## config.mk

```make
export PLATFORM = sky130hd
export DESIGN_NAME = ewh_ram
export DESIGN_NICKNAME = d
export VERILOG_FILES = /design/src/rtl/ewh_ram.sv
export SDC_FILE = /design/constraint.sdc
export NUM_CORES = 1
export LEC_CHECK = 0
export BUFFER_PORTS_ARGS = -buffer_cell sky130_fd_sc_hd__buf_2
export CELL_PAD_IN_SITES_DETAIL_PLACEMENT = 1
export CELL_PAD_IN_SITES_GLOBAL_PLACEMENT = 1
export CORE_MARGIN = 10
export CORE_UTILIZATION = 30
export DETAILED_ROUTE_END_ITERATION = 7
export PLACE_DENSITY = 0.57
export SYNTH_ARGS = -nofsm -noshare
export SYNTH_HDL_FRONTEND = slang
export SYNTH_SLANG_ARGS = --single-unit
```

## constraint.sdc

```tcl
create_clock -name clk -period 4.4 [get_ports clk]
set_input_delay 0 -clock clk [delete_from_list [all_inputs] [get_ports clk]]
set_output_delay 0 -clock clk [all_outputs]
set_load 0.02 [all_outputs]
```

## src/rtl/ewh_ram.sv

```systemverilog
// generic simple dual-port ram with registered read
module ewh_ram #(
    parameter int WIDTH = 8,
    parameter int DEPTH = 64,
    parameter int AW    = (DEPTH > 1) ? $clog2(DEPTH) : 1
) (
    input  logic             clk,
    input  logic             we,
    input  logic [AW-1:0]    waddr,
    input  logic [WIDTH-1:0] wdata,
    input  logic [AW-1:0]    raddr,
    output logic [WIDTH-1:0] rdata
);

    logic [WIDTH-1:0] mem [DEPTH];
    logic [WIDTH-1:0] rdata_reg;

    // write port
    always_ff @(posedge clk)
    begin
        if (we)
        begin
            mem[waddr] <= wdata;
        end
    end

    // registered read port
    always_ff @(posedge clk)
    begin
        rdata_reg <= mem[raddr];
    end

    assign rdata = rdata_reg;

endmodule

```

Word-level counts from Yosys, hierarchy flattened
Memory sizes are Yosys's and may differ from the RTL's. A register that Yosys moved wholly into a read port is not among the register bits.
Index checks and enable logic that the tools add are counted.
{ "op_classes": {"mux": 2} }
{ "op_table": {"columns": ["op", "count"], "rows": [
  ["$mux W1", 2]
]} }
{ "totals": {"output_inout_bits": 8, "wordCells": 3, "ramBits": 512, "ff_bits": 0, "input_bits": 22, "memories": 1} }
{ "memory_table": {"columns": ["memory", "words", "width", "read_ports", "rd_clocked_by_memory_dff", "wr", "line_no", "text"], "rows": [
  ["mem", 64, 8, 1, 1, 1, "15", "logic [WIDTH-1:0] mem [DEPTH];"]
]} }

Logic depth before layout (Yosys ltp)
{ "depth": {"ltp_word": 2, "ltp_mapped": 9, "depth_no_buf": 5} }

Least setup slack after synthesis
OpenSTA, ideal clock, no wires.
{ "synth_path": {"path_kind": "register to register", "startpoint": "memory mem[29][4]", "endpoint": "register rdata_reg[4], in the netlist rdata[4], read port of mem", "setup_ps": 132, "synth_period_minus_slack_ps": 1692, "t_arrival_ps": 1560, "path_buffers": 0, "required_ps": 4268, "setup_slack_ps": 2708, "path_stages_with_launch": 6, "cell_sequence": "edfxtp_1 mux4_2 mux2_2 o221a_2 nor3_1 o32ai_1"} }
{ "synth_lines": {"columns": ["item", "line_no", "text"], "rows": [
  ["start: declaration", "15", null],
  ["end: declaration", "16", "logic [WIDTH-1:0] rdata_reg;"]
]} }

Final worst setup path
{ "layout_path": {"startpoint": "input waddr[2]", "endpoint": "memory mem[21][0], enable pin"} }
{ "layout_lines": {"columns": ["item", "line_no", "text"], "rows": [
  ["start: declaration", "9", "input logic [AW-1:0] waddr,"]
]} }
No word-level cell before the write port.

==> flow_summary_export.csv <==
group,metric,value,unit
status,status,"completed",
cells_and_area,final_util,34.77,%
timing,final_hold_viol_count,0,
synth,ys_ff_latch,520,
floorplan,dieHeight,279.3,um
cts,cts_made_buffers,53,
timing,finalCritPeriodShare,52.55,%
route,vias,9522,
power_and_ir_drop,vdd_drop_max,0.2677,mV
cts,clockBufferDepth,3,
cts,root_buffer,"clkbuf_16",
synth,yosysTopAreaCell,"edfxtp_1",
timing,fin_setup_tns,0,ns
cts,cts_setup_buffers,0,
synth,ys_async_sr_fraction,0,%
route,routed_via_density,4.991,
grt,grtUsageTotal,12.71,%
floorplan,rows,94,
critical_path,cp_data_arrival_time,2.52,ns
floorplan,coreArea,66220,um2
cells_and_area,area_growth,14.16,%
critical_path,path_max_fanout,10,
grt,grt_max_degree,66,
synth,ys_warn_count,0,
timing,slew_viol_final,0,
timing,timing.final.ws_setup,2.088,ns
route,wire_per_inst,26.15,um
cells_and_area,fill_cells,6481,
floorplan,die_width,279.3,um
floorplan,start_util,30.46,%
cells_and_area,drive_gt1_share,25.89,%
synth,synth_ff_type,"edfxtp_1",
synth,syn_avg_cell_area,21.45,um2
critical_path,startpoint_type,"input port",
placement,place_hpwl,30100,um
cts,clk_pin_slew_worst_paths,0.06,ns
route,first_pass_iters,5,
synth,synth_edf_count,512,
floorplan,pin_count,30,
grt,antenna_found_initial,5,
critical_path,required,4.61,ns
critical_path,end_kind,"register",
synth,synth_cell_types,40,
cts,clock_sinks,520,
cts,cts_tree,"built",
job,maxCapViolations,0,
synth,synth_cells,940,
synth,synth_common_cells,"edfxtp_1 (512), mux4_2 (126), nor2_1 (83)",
timing,slew-limit-headroom,16.45,%
cts,htree_levels,2,
route,drtIter0Drc,814,
placement,post-place-ws,1.772,ns
grt,grt_pass1_vias,10200,
synth,netlist_area,20170,um2
synth,synthTopCellsByArea,"edfxtp_1 (76%), mux4_2 (14%), nor2_1 (1.5%)",
route,ant_nets,0,
cells_and_area,largest_register_ffs,512,
grt,grt_overflow,0,
critical_path,worst-setup-path-type,"in -> reg",
cts,clk_latency,0.59,ns
floorplan,dieArea,77990,um2
min_path,hold_path.class,"in -> reg",
route,wl,49890,um
cts,ctsHoldBuffers,3,
timing,finalSetupViolCount,0,
timing,worstMarginPinSlew,1.253,ns
route,drc,0,
placement,place.gp.congestion,0.7685,
timing,rsz0062_at_grt,"no",
power_and_ir_drop,p_leak,0.007029,uW
cts,cts-resized-gates,0,
synth,synth.most_common_cell,"edfxtp_1",
synth,synth_fp_nets,962,
placement,io_buffers,29,
grt,grt_pass1_wl,73110,um
power_and_ir_drop,power.density,454.8,nW/um2
timing,finalClockSkew,0.006992,ns
synth,seq_area_frac_synth,77.03,%
timing,hold_ws,0.04050,ns
timing,period_needed,2.312,ns
timing,fmaxAchievable,432.5,MHz
cells_and_area,nets,1020,
synth,synth_top_area_share,76.24,%
[power breakdown]
part           total, uW  leakage (uW)  internal, uW  switching (uW)
Sequential          5500       0.00467          5480            18.2
Clock               4440      0.000830          2560            1880
Combinational        526       0.00153           190             335
[cell type report]
cell class                      instances  area, um2  area share (%)
Timing Repair Buffer                   54      379.1           1.647
Sequential cell                       520      15530           67.48
Tap cell                              864       1081           4.696
Multi-Input combinational cell        369       4315           18.74
Antenna cell                            1      2.502         0.01087
Clock buffer                           72       1460           6.342
Clock inverter                         28      249.0           1.082
[worst paths after layout]
check | endpoint | cells after the start | slack (ns) | start
max | mem[21][0] | 5 | 2.09 | waddr[2]
max reg2reg | rdata[0] | 4 | 2.22 | mem[46][0]
min | mem[49][5] | 3 | 0.04 | waddr[1]
min reg2reg | rdata[2] | 4 | 0.85 | mem[23][2]
[cells by family (layout without fill, tap and decap cells)]
family,after synthesis,in the layout,synth area share [%]
buffers and inverters,51,154,1.570
and+or+nand+nor,153,153,3.387
DFF,520,520,77.03
muxes,162,162,15.94
AOI/OAI and AO/OA,54,54,2.072
other,0,1,0
[routing by layer]
metal	vias to the layer above	GRT usage (%)	share of wire [%]
li1	4053	-	-
met1	5178	16.97	44
met5	-	0	0.090
met2	209	20.77	49
met4	8	3.776	2.4
met3	74	2.444	4.4
[per-stage QoR]
stage	power, uW	instance area [um2]	cells
2_1_floorplan	5900	20170	940
3_3_place_gp	6131	21280	1804
3_5_place_dp	6142	21280	1804
4_1_cts	10580	23020	1907
5_1_grt	10800	23020	1907
6_report	10470	23020	1908
[layout by cell type, fill, tap and decap left out, types with 7 or more instances in the layout]
cell type | netlist | layout
mux2_2 | 13 | 13
nor2b_1 | 14 | 14
nand2b_1 | 7 | 7
buf_2 | 11 | 26
edfxtp_1 | 512 | 512
nand3_1 | 13 | 13
clkinv_2 | 0 | 11
mux2i_1 | 23 | 23
nor3_1 | 7 | 7
o22ai_1 | 8 | 8
clkinv_1 | 0 | 7
nor2_1 | 83 | 83
mux4_2 | 126 | 126
buf_4 | 13 | 22
o221ai_1 | 8 | 8
clkbuf_16 | 0 | 55
clkbuf_1 | 17 | 15
nand2_1 | 19 | 19
dfxtp_1 | 8 | 8
[worst max-delay path: stages]
cell	delay (ns)
dlygate4sd3_1	0.53
buf_2	0.21
nor2b_1	0.22
nand3_1	0.58
nor2_1	0.97
(Power assumes the default switching activity.)
