$ cat config.mk
export PLATFORM = sky130hd
export DESIGN_NAME = ewh_div
export DESIGN_NICKNAME = d
export VERILOG_FILES = /design/src/rtl/ewh_div.sv
export SDC_FILE = /design/constraint.sdc
export NUM_CORES = 1
export LEC_CHECK = 0
export BUFFER_PORTS_ARGS = -buffer_cell sky130_fd_sc_hd__buf_4
export CORE_MARGIN = 1.5
export CORE_UTILIZATION = 55
export CTS_CLUSTER_DIAMETER = 200
export DETAILED_ROUTE_END_ITERATION = 12
export PLACE_DENSITY_LB_ADDON = 0.05
export SETUP_SLACK_MARGIN = 0.2
export SLEW_MARGIN = 20
export SYNTH_ARGS = -nofsm -noshare
export SYNTH_HDL_FRONTEND = slang
export SYNTH_SLANG_ARGS = --single-unit
$ cat constraint.sdc
create_clock -name clk -period 6.7 [get_ports clk]
set_input_delay 1.005 -clock clk [delete_from_list [all_inputs] [get_ports clk]]
set_output_delay 1.005 -clock clk [all_outputs]
set_load 0.05 [all_outputs]
$ cat src/rtl/ewh_div.sv
// iterative restoring divider, one quotient bit per cycle
module ewh_div #(
    parameter int WIDTH = 32
) (
    input  logic             clk,
    input  logic             rst_n,
    input  logic             start,
    input  logic [WIDTH-1:0] dividend,
    input  logic [WIDTH:0]   divisor,
    output logic             done,
    output logic [WIDTH-1:0] quotient,
    output logic [WIDTH:0]   remainder
);

    localparam int CW = $clog2(WIDTH);

    logic             busy_reg;
    logic             done_reg;
    logic [CW-1:0]    cnt_reg;
    logic [WIDTH:0]   rem_reg;
    logic [WIDTH-1:0] quo_reg;
    logic [WIDTH:0]   div_reg;
    logic [WIDTH:0]   trial;
    logic             fits;

    // one restoring step
    assign trial = {rem_reg[WIDTH-1:0], quo_reg[WIDTH-1]};
    assign fits  = (trial >= div_reg);

    // control
    always_ff @(posedge clk or negedge rst_n)
    begin
        if (!rst_n)
        begin
            busy_reg <= 1'b0;
            done_reg <= 1'b0;
            cnt_reg  <= '0;
        end
        else
        begin
            done_reg <= 1'b0;
            if (start && !busy_reg)
            begin
                busy_reg <= 1'b1;
                cnt_reg  <= CW'(WIDTH - 1);
            end
            else if (busy_reg)
            begin
                cnt_reg <= cnt_reg - 1'b1;
                if (cnt_reg == '0)
                begin
                    busy_reg <= 1'b0;
                    done_reg <= 1'b1;
                end
            end
        end
    end

    // data path
    always_ff @(posedge clk)
    begin
        if (start && !busy_reg)
        begin
            rem_reg <= '0;
            quo_reg <= dividend;
            div_reg <= divisor;
        end
        else if (busy_reg)
        begin
            rem_reg <= fits ? (trial - div_reg) : trial;
            quo_reg <= {quo_reg[WIDTH-2:0], fits};
        end
    end

    assign done      = done_reg;
    assign quotient  = quo_reg;
    assign remainder = rem_reg;

    // checks
    a_done_not_busy : assert property (@(posedge clk) disable iff (!rst_n)
        done_reg |-> !busy_reg)
        else $error("divider done while still iterating");

    a_start_runs : assert property (@(posedge clk) disable iff (!rst_n)
        (start && !busy_reg) |=> busy_reg)
        else $error("divider did not start");

    a_rem_below : assert property (@(posedge clk) disable iff (!rst_n)
        (done_reg && div_reg != '0) |-> (rem_reg < div_reg))
        else $error("divider remainder not below divisor");

endmodule

After elaboration in Yosys (flattened, before gate mapping):

Index checks and enable logic that the tools add are counted.

* register bits: 105
* latch bits: 0
* bits in writable memories: 0
* memory bits (read-only): 0
* bits of input ports: 68
* output and inout bits: 66
* logic and storage cells: 24
* memories kept: 0

* add/subtract/negate cells: 2
* multipliers: 0
* divide/modulo/power cells: 0
* $lt $le $gt $ge: 1
* equal/unequal tests: 0
* shift-type cells: 0
* muxes and demuxes: 11
* bitwise logic cells: 0
* reduce and logical (&&, ||, !) cells: 4

Operator list (count)
* $mux 32: 2
* $ge 33x33->1: 1
* $mux 33: 1
* $sub 33x33->33: 1
* $mux 5: 2
* $mux 1: 6
* $logic_not 5->1: 1
* $sub 5x1->5 const B: 1
* $reduce_bool 2->1: 1
* $logic_and 1x1->1: 1
* $logic_not 1->1: 1

Longest topological paths before layout:

Gate-level depths: netlist of the first run.

* depth in word-level cells: 4
* mapped depth: 14
* gate-level depth less buffers: 12

Worst setup path after synthesis of the first run:

Ideal clock, no wire load.

* kind: in2reg
* from: input start
* to: register quo_reg[23], in the netlist quotient[23], data pin
* setup time: 0.262 ns
* arrival time: 2.965 ns
* required time: 6.438 ns
* path slack: 3.474 ns
* stages on the path: 4
* path buffers: 1
* cells stage by stage: inv_1 -> nor2_1 -> clkbuf_1 -> mux2_2

* word-level cells in the longest chain between the ends: 2

RTL lines
* from (decl): line 7 `input logic start,`
* $logic_and 1x1->1: line 62 `if (start && !busy_reg)`
* $mux 32: line 62
* to (signal assigned): line 65 `quo_reg <= dividend;`
* to (signal assigned): line 71 `quo_reg <= {quo_reg[WIDTH-2:0], fits};`
* to (decl): line 21 `logic [WIDTH-1:0] quo_reg;`

Every way passes these cells.
A chain may end at the register's enable or synchronous reset.

Worst setup path after layout of the first run:

* from: register rem_reg[5], in the netlist remainder[5]
* to: register rem_reg[20], in the netlist remainder[20]

* word-level cells in the longest chain between the ends: 2
* elaborated cells on any way between the ends: 3
* those cells by class: add/sub (1); order compare (1); mux (1)

RTL lines
* from (decl): line 20 `logic [WIDTH:0] rem_reg;`
* from (signal assigned): line 70 `rem_reg <= fits ? (trial - div_reg) : trial;`
* $sub 33x33->33 or $ge 33x33->1 (tied branches): line 70, 28
* $mux 33 *: line 70

Mark *: on every way between the ends. The rest lies on a longest branch, timed or not.

==> results of run 1 <==
-- per-layer routing --
metal | vias up | track usage, % | part of all wire, %
li1 | 2317 | - | -
met1 | 2202 | 29.66 | 43
met2 | 134 | 40.69 | 48
met3 | 23 | 9.933 | 7.4
met4 | 0 | 8.591 | 2.1
met5 | - | 0 | 0
-- placed cells by master, fill, tap and decap left out, drive strengths merged, types with 11 or more instances in the layout --
cell	instances
buf	138
edfxtp	65
inv	44
a21oi	44
nand2	43
o21ai	37
ha	35
dfxtp	33
mux2	31
nor2	27
a21o	20
xnor2	15
a32oi	12
nand3	11
a22o	11
clkbuf	11
-- worst reg2reg max path: stages (launching register included) --
cell      delay, ns
dfxtp_1        0.36
ha_1           0.39
a21oi_1        0.20
a21boi_2       0.22
or3b_1         0.38
a21oi_2        0.25
a21oi_2        0.16
a221oi_4       0.24
buf_4          0.57
a41oi_1        0.09
a32oi_1        0.22
a21oi_1        0.09
-- through the flow --
step           utilization (%)  worst slack, ns  std cells  instance area, um2
3_5_place_dp             67.53            3.462        810                6972
2_1_floorplan                -            3.474        563                5871
3_3_place_gp             67.53            3.558        810                6972
5_1_grt                  69.20            3.153        826                7144
4_1_cts                  69.20            3.433        826                7144
6_report                 69.20            3.411        826                7144
-- cell type report --
type	instances	area share (%)
well taps	136	2.382
clock buffers	11	1.839
repair buffers	138	14.50
flip-flops and latches	105	39.02
inverters	42	2.207
multi-input cells	389	39.47
clock inverters	5	0.5779
-- logic make-up after synthesis --
group                    share of synthesized area [%]
flip-flops                                       47.49
buffers and inverters                            4.838
multiplexers                                     6.799
AND/OR/NAND/NOR                                  10.10
XOR/XNOR                                         3.730
AO/OA/AOI/OAI                                    19.25
adder cells (fa/ha/maj)                          7.801
-- worst max path at each step --
| stage | start | endpoint | slack (ns) | depth (start not counted) |
|---|---|---|---|---|
| 6_report | remainder[5] | remainder[20] | 3.41 | 11 |
| 5_1_grt | remainder[5] | remainder[20] | 3.15 | 11 |
| 4_1_cts | remainder[5] | remainder[20] | 3.43 | 11 |
| 3_5_place_dp | remainder[5] | remainder[20] | 3.46 | 11 |
| 3_3_place_gp | div_reg[6] | remainder[20] | 3.56 | 12 |
| 2_1_floorplan | start | quotient[23] | 3.47 | 4 |
-- report_power, final --
group,internal (uW),leakage (uW),switching [uW]
Clock,139,0.0000858,229
Sequential,967,0.00101,191
Combinational,933,0.00214,1570
Total,2040,0.00324,1990
==> flow_metrics.tcl, run 1 <==
set metrics [dict create \
    vdd_drop_max_uv 376.6 \
    nets 789 \
    rrSetupSlack_ns 3.41 \
    fmax_ghz 0.3040 \
    grt_overflow_total 0 \
    ys.flop_type "edfxtp_1" \
    synth_edf_count 65 \
    hp-class "input port to asynchronous set/reset pin" \
    seq_area_um2 2788 \
    syn_area_um2 5871 \
    critPathMaxFanout 64 \
    grt_pass1_vias 4633 \
    rsz0062_at_grt "false" \
    wl_um 13520 \
    relSlewSlack_pct 43.16 \
    vias 4676 \
    cts-htree-levels 3 \
    ys_types 56 \
    place_congestion 0.8657 \
    ys_seq_elements 105 \
    synth_area_leader_cell "edfxtp_1" \
    cts_hold_buf 0 \
    clkLatencyLatePin_ns 0.40 \
    drtAntennaViolNets 0 \
    worst_hold_slack_ns 0.3928 \
    drt_iter0_markers 212 \
    start_util_pct 56.87 \
    core_area_um2 10320 \
    cts_sinks 105 \
    synth_area_per_cell_um2 10.43 \
    yosysMostFrequentCell "edfxtp_1" \
    area_growth_pct 21.70 \
    slew_violations 0 \
    p_per_area_nw_per_um2 563.4 \
    reg2reg_from "remainder[5]" \
    hold_viol 0 \
    postCtsSetupRepairBufs 0 \
    leakagePower_uw 0.003238 \
    cts_buffers 9 \
    final.setup.tns_ns 0 \
    netlist_instances 563 \
    final_layout_size_suffix_gt1_share_pct 28.26 \
    arrival_ns 3.57 \
    clkTransAtPathRegs_ns 0.10 \
    critical_path.top_delay_family "compound AO/OA/AOI/OAI gates" \
    die_x_um 106.3 \
    grt_pass1_wl_um 21910 \
    cts_resized 0 \
    r2r-end "remainder[20]" \
    status "completed" \
    cpPeakStageDelay_ns 0.57 \
    wire_per_inst_um 16.37 \
    synth.yosys.seq_area_share_pct 47.49 \
    track_usage_pct 24.85 \
    synth_common_cells "edfxtp_1, nand2_1, a21oi_1, inv_1, ha_1" \
    synthTopCellsByArea "edfxtp_1, dfxtp_1, ha_1" \
    cp_num_buf_inv 1 \
    antenna_found_initial 0 \
    port_buffers 133 \
    diodes 0 \
    crit_type "flip-flop to flip-flop" \
    dp.final_hpwl_um 9631 \
    cp.required_ns 6.98 \
    n_fill_cell 782 \
    clock-root-buffer "clkbuf_8" \
    rows 37 \
    via_per_inst 5.661 \
    dieArea_um2 11300 \
    synthesis.nets 667 \
    cpMaxStageDelayCell "buf_4" \
    grt_max_degree 66 \
    final.period_utilization_pct 49.09 \
    clockBufferDepth 2 \
    setup_viol 0 \
    rr_worst_depth 11 \
    cap_violations 0 \
    crit_chain "ha_1, a21oi_1, a21boi_2, or3b_1, a21oi_2, a21oi_2, a221oi_4, buf_4, a41oi_1, a32oi_1, a21oi_1" \
    boundaryPins 134 \
    drcViolationCount 0 \
    die_h_um 106.3 \
    multiInputGateArea_um2 2820 \
    cts_tree "done" \
    synth_top_area_share_pct 33.25 \
    startpoint_type "flip-flop" \
    yosys_warnings 0 \
    cp-end-kind "flip-flop" \
    period_needed_ns 3.289 \
    finalPower_uw 4025 \
    fin_worst_skew_ns 0.01622 \
    async_reset_ff_share_pct 6.667 \
    tightest_slew_ns 0.8527 \
    first_pass_iters 5 \
]
Power figures use the tool's default switching activity.
==> inputs of run 2 (changes only) <==
Settings changed: CORE_UTILIZATION 55 to 49.
Clock period 6.7 ns to 2.9 ns, I/O delays scaled along.
==> flow_metrics.tcl, run 2 (synthesis gave the netlist of run 1 again) <==
set metrics [dict create \
    status "complete, but fails checks" \
    violations "DRC" \
    cp_num_buf_inv 6 \
    clockBufferDepth 2 \
    via_per_inst 5.682 \
    tightest_slew_ns 0.7209 \
    cpPeakStageDelay_ns 0.46 \
    busiest_layer "met2" \
    core_area_um2 11560 \
    cts_tree "done" \
    multiInputGateArea_um2 3078 \
    clkLatencyLatePin_ns 0.36 \
    drcViolationCount 6 \
    port_buffers 133 \
    grtUsageMet1_pct 29.42 \
    use_met3_pct 7.127 \
    placed_cells 832 \
    cpMaxStageDelayCell "or4_1" \
    area_growth_pct 34.21 \
    cp.depth 15 \
    cts_buffers 9 \
    boundaryPins 134 \
    stdcell_count 866 \
    grt_use_met2_pct 38.00 \
    first_pass_iters 11 \
    relSlewSlack_pct 51.43 \
    hold_viol 0 \
    n_fill_cell 932 \
    post-route-util_pct 68.13 \
    dieArea_um2 12650 \
    wire_per_inst_um 17.33 \
    fmax_ghz 0.3595 \
    final_common_cell "buf_4" \
    final_layout_size_suffix_gt1_share_pct 39.28 \
    slew_violations 0 \
    die_x_um 112.5 \
    whs_path_depth 1 \
    critPathMaxFanout 6 \
    antenna_found_initial 0 \
    diodes 0 \
    crit_type "flip-flop to flip-flop" \
    leakagePower_uw 0.003521 \
    cp-end-kind "flip-flop" \
    cts_sinks 105 \
    drt_iter0_markers 263 \
    vdd_drop_max_uv 937.8 \
    grt_max_degree 36 \
    grt_pass1_vias 4736 \
    clkTransAtPathRegs_ns 0.08 \
    place_area_um2 7186 \
    final_cell_area_um2 7879 \
    finalPower_uw 10630 \
    rsz0062_at_grt "true" \
    dp.final_hpwl_um 10430 \
    wl_um 15000 \
    rr_worst_depth 15 \
    fin_worst_skew_ns 0.01286 \
    seq_area_um2 2813 \
    grt_overflow_total 0 \
    nets 822 \
    final.period_utilization_pct 95.93 \
    final_cell_mix "buf_4, edfxtp_1, nand2_1, inv_1, a21oi_1" \
    drtAntennaViolNets 0 \
    start_util_pct 50.76 \
    critical_path.top_delay_family "compound AO/OA/AOI/OAI gates" \
    p_per_area_nw_per_um2 1349 \
    cap_violations 0 \
    rows 39 \
    cts-htree-levels 3 \
    period_needed_ns 2.782 \
    grt_pass1_wl_um 23320 \
    startpoint_type "flip-flop" \
    clock-root-buffer "clkbuf_16" \
    place_congestion 0.8766 \
    track_usage_pct 23.47 \
    cp.required_ns 3.20 \
    crit_chain "inv_2, ha_4, buf_4, buf_4, o21a_1, o21ai_1, a211oi_2, a21oi_4, a21oi_4, a221oi_4, buf_6, buf_8, buf_6, or4_1, nand3_1" \
    die_h_um 112.5 \
    setup_viol 0 \
    hp-class "input port to flip-flop" \
    vias 4921 \
    arrival_ns 3.08 \
]
## run 2: cell types whose count changed in the layout (fill, tap and decap cells not counted), moves of 8 or more
cell / previous run / this run
clkbuf_16: 0 / 10
ha_1: 35 / 25
clkbuf_8: 9 / 1
o21ai_2: 0 / 8
buf_4: 138 / 161
dfxtp_2: 0 / 11
dfxtp_1: 33 / 19
## run 2: where the power goes
part           total [uW]  switching (uW)  leakage (uW)  internal [uW]
logic                6700            3970       0.00238           2730
registers            2740             472       0.00101           2270
clock network        1190             573      0.000134            617
total               10600            5010       0.00352           5610
## run 2: through the flow
step | worst slack [ns] | hold WS (ns) | TNS (ns)
global placement | 0.1098 | 0.2517 | 0
finish | 0.1181 | 0.2417 | 0
CTS | 0.1385 | 0.2286 | 0
global route | -0.02053 | 0.2307 | -0.04906
floorplan | 0.07855 | 0.1394 | 0
detailed placement | 0.02975 | 0.2500 | 0
## run 2: what timing repair did
| action | 4_1_cts | 5_1_grt |
|---|---|---|
| gates cloned | 1 | 1 |
| hold endpoints to repair | 7 | 0 |
| gates resized for setup | 15 | 47 |
| pin swaps | 11 | 25 |
| hold buffers | 1 | 0 |
| endpoints found under the setup margin | 31 | 34 |
| setup buffers | 7 | 8 |
## run 2: final cells by class
type                       instances  share of cell area [%]
timing repair buffer             171                   17.41
clock buffer                      12                   3.128
clock inverter                     4                  0.4288
tap                              143                   2.271
inverter                          42                   2.001
sequential                       105                   35.70
multi-input combinational        389                   39.07
## run 2: final timing paths
| check | startpoint | to | slack, ns |
|---|---|---|---|
| max in group asynchronous | rst_n | cnt_reg[2] | 2.37 |
| max | div_reg[8] | remainder[31] | 0.12 |
| min reg2reg | remainder[4] | remainder[4] | 0.47 |
| min in group asynchronous | rst_n | cnt_reg[0] | 0.41 |
| max reg2reg | div_reg[8] | remainder[31] | 0.12 |
| min | divisor[24] | div_reg[24] | 0.24 |
## run 2: worst register-to-register path, stage by stage, from the launching register on
cell and delay [ns]:
edfxtp_1 0.35, inv_2 0.05, ha_4 0.26, buf_4 0.11
buf_4 0.11, o21a_1 0.11, o21ai_1 0.09, a211oi_2 0.26
a21oi_4 0.11, a21oi_4 0.22, a221oi_4 0.09, buf_6 0.15
buf_8 0.13, buf_6 0.12, or4_1 0.46, nand3_1 0.10
## run 2: metal layers
metal	vias up	share of wire, %
met5	-	0
met4	0	2.5
met3	29	7.0
met2	172	47
met1	2323	44
li1	2397	-
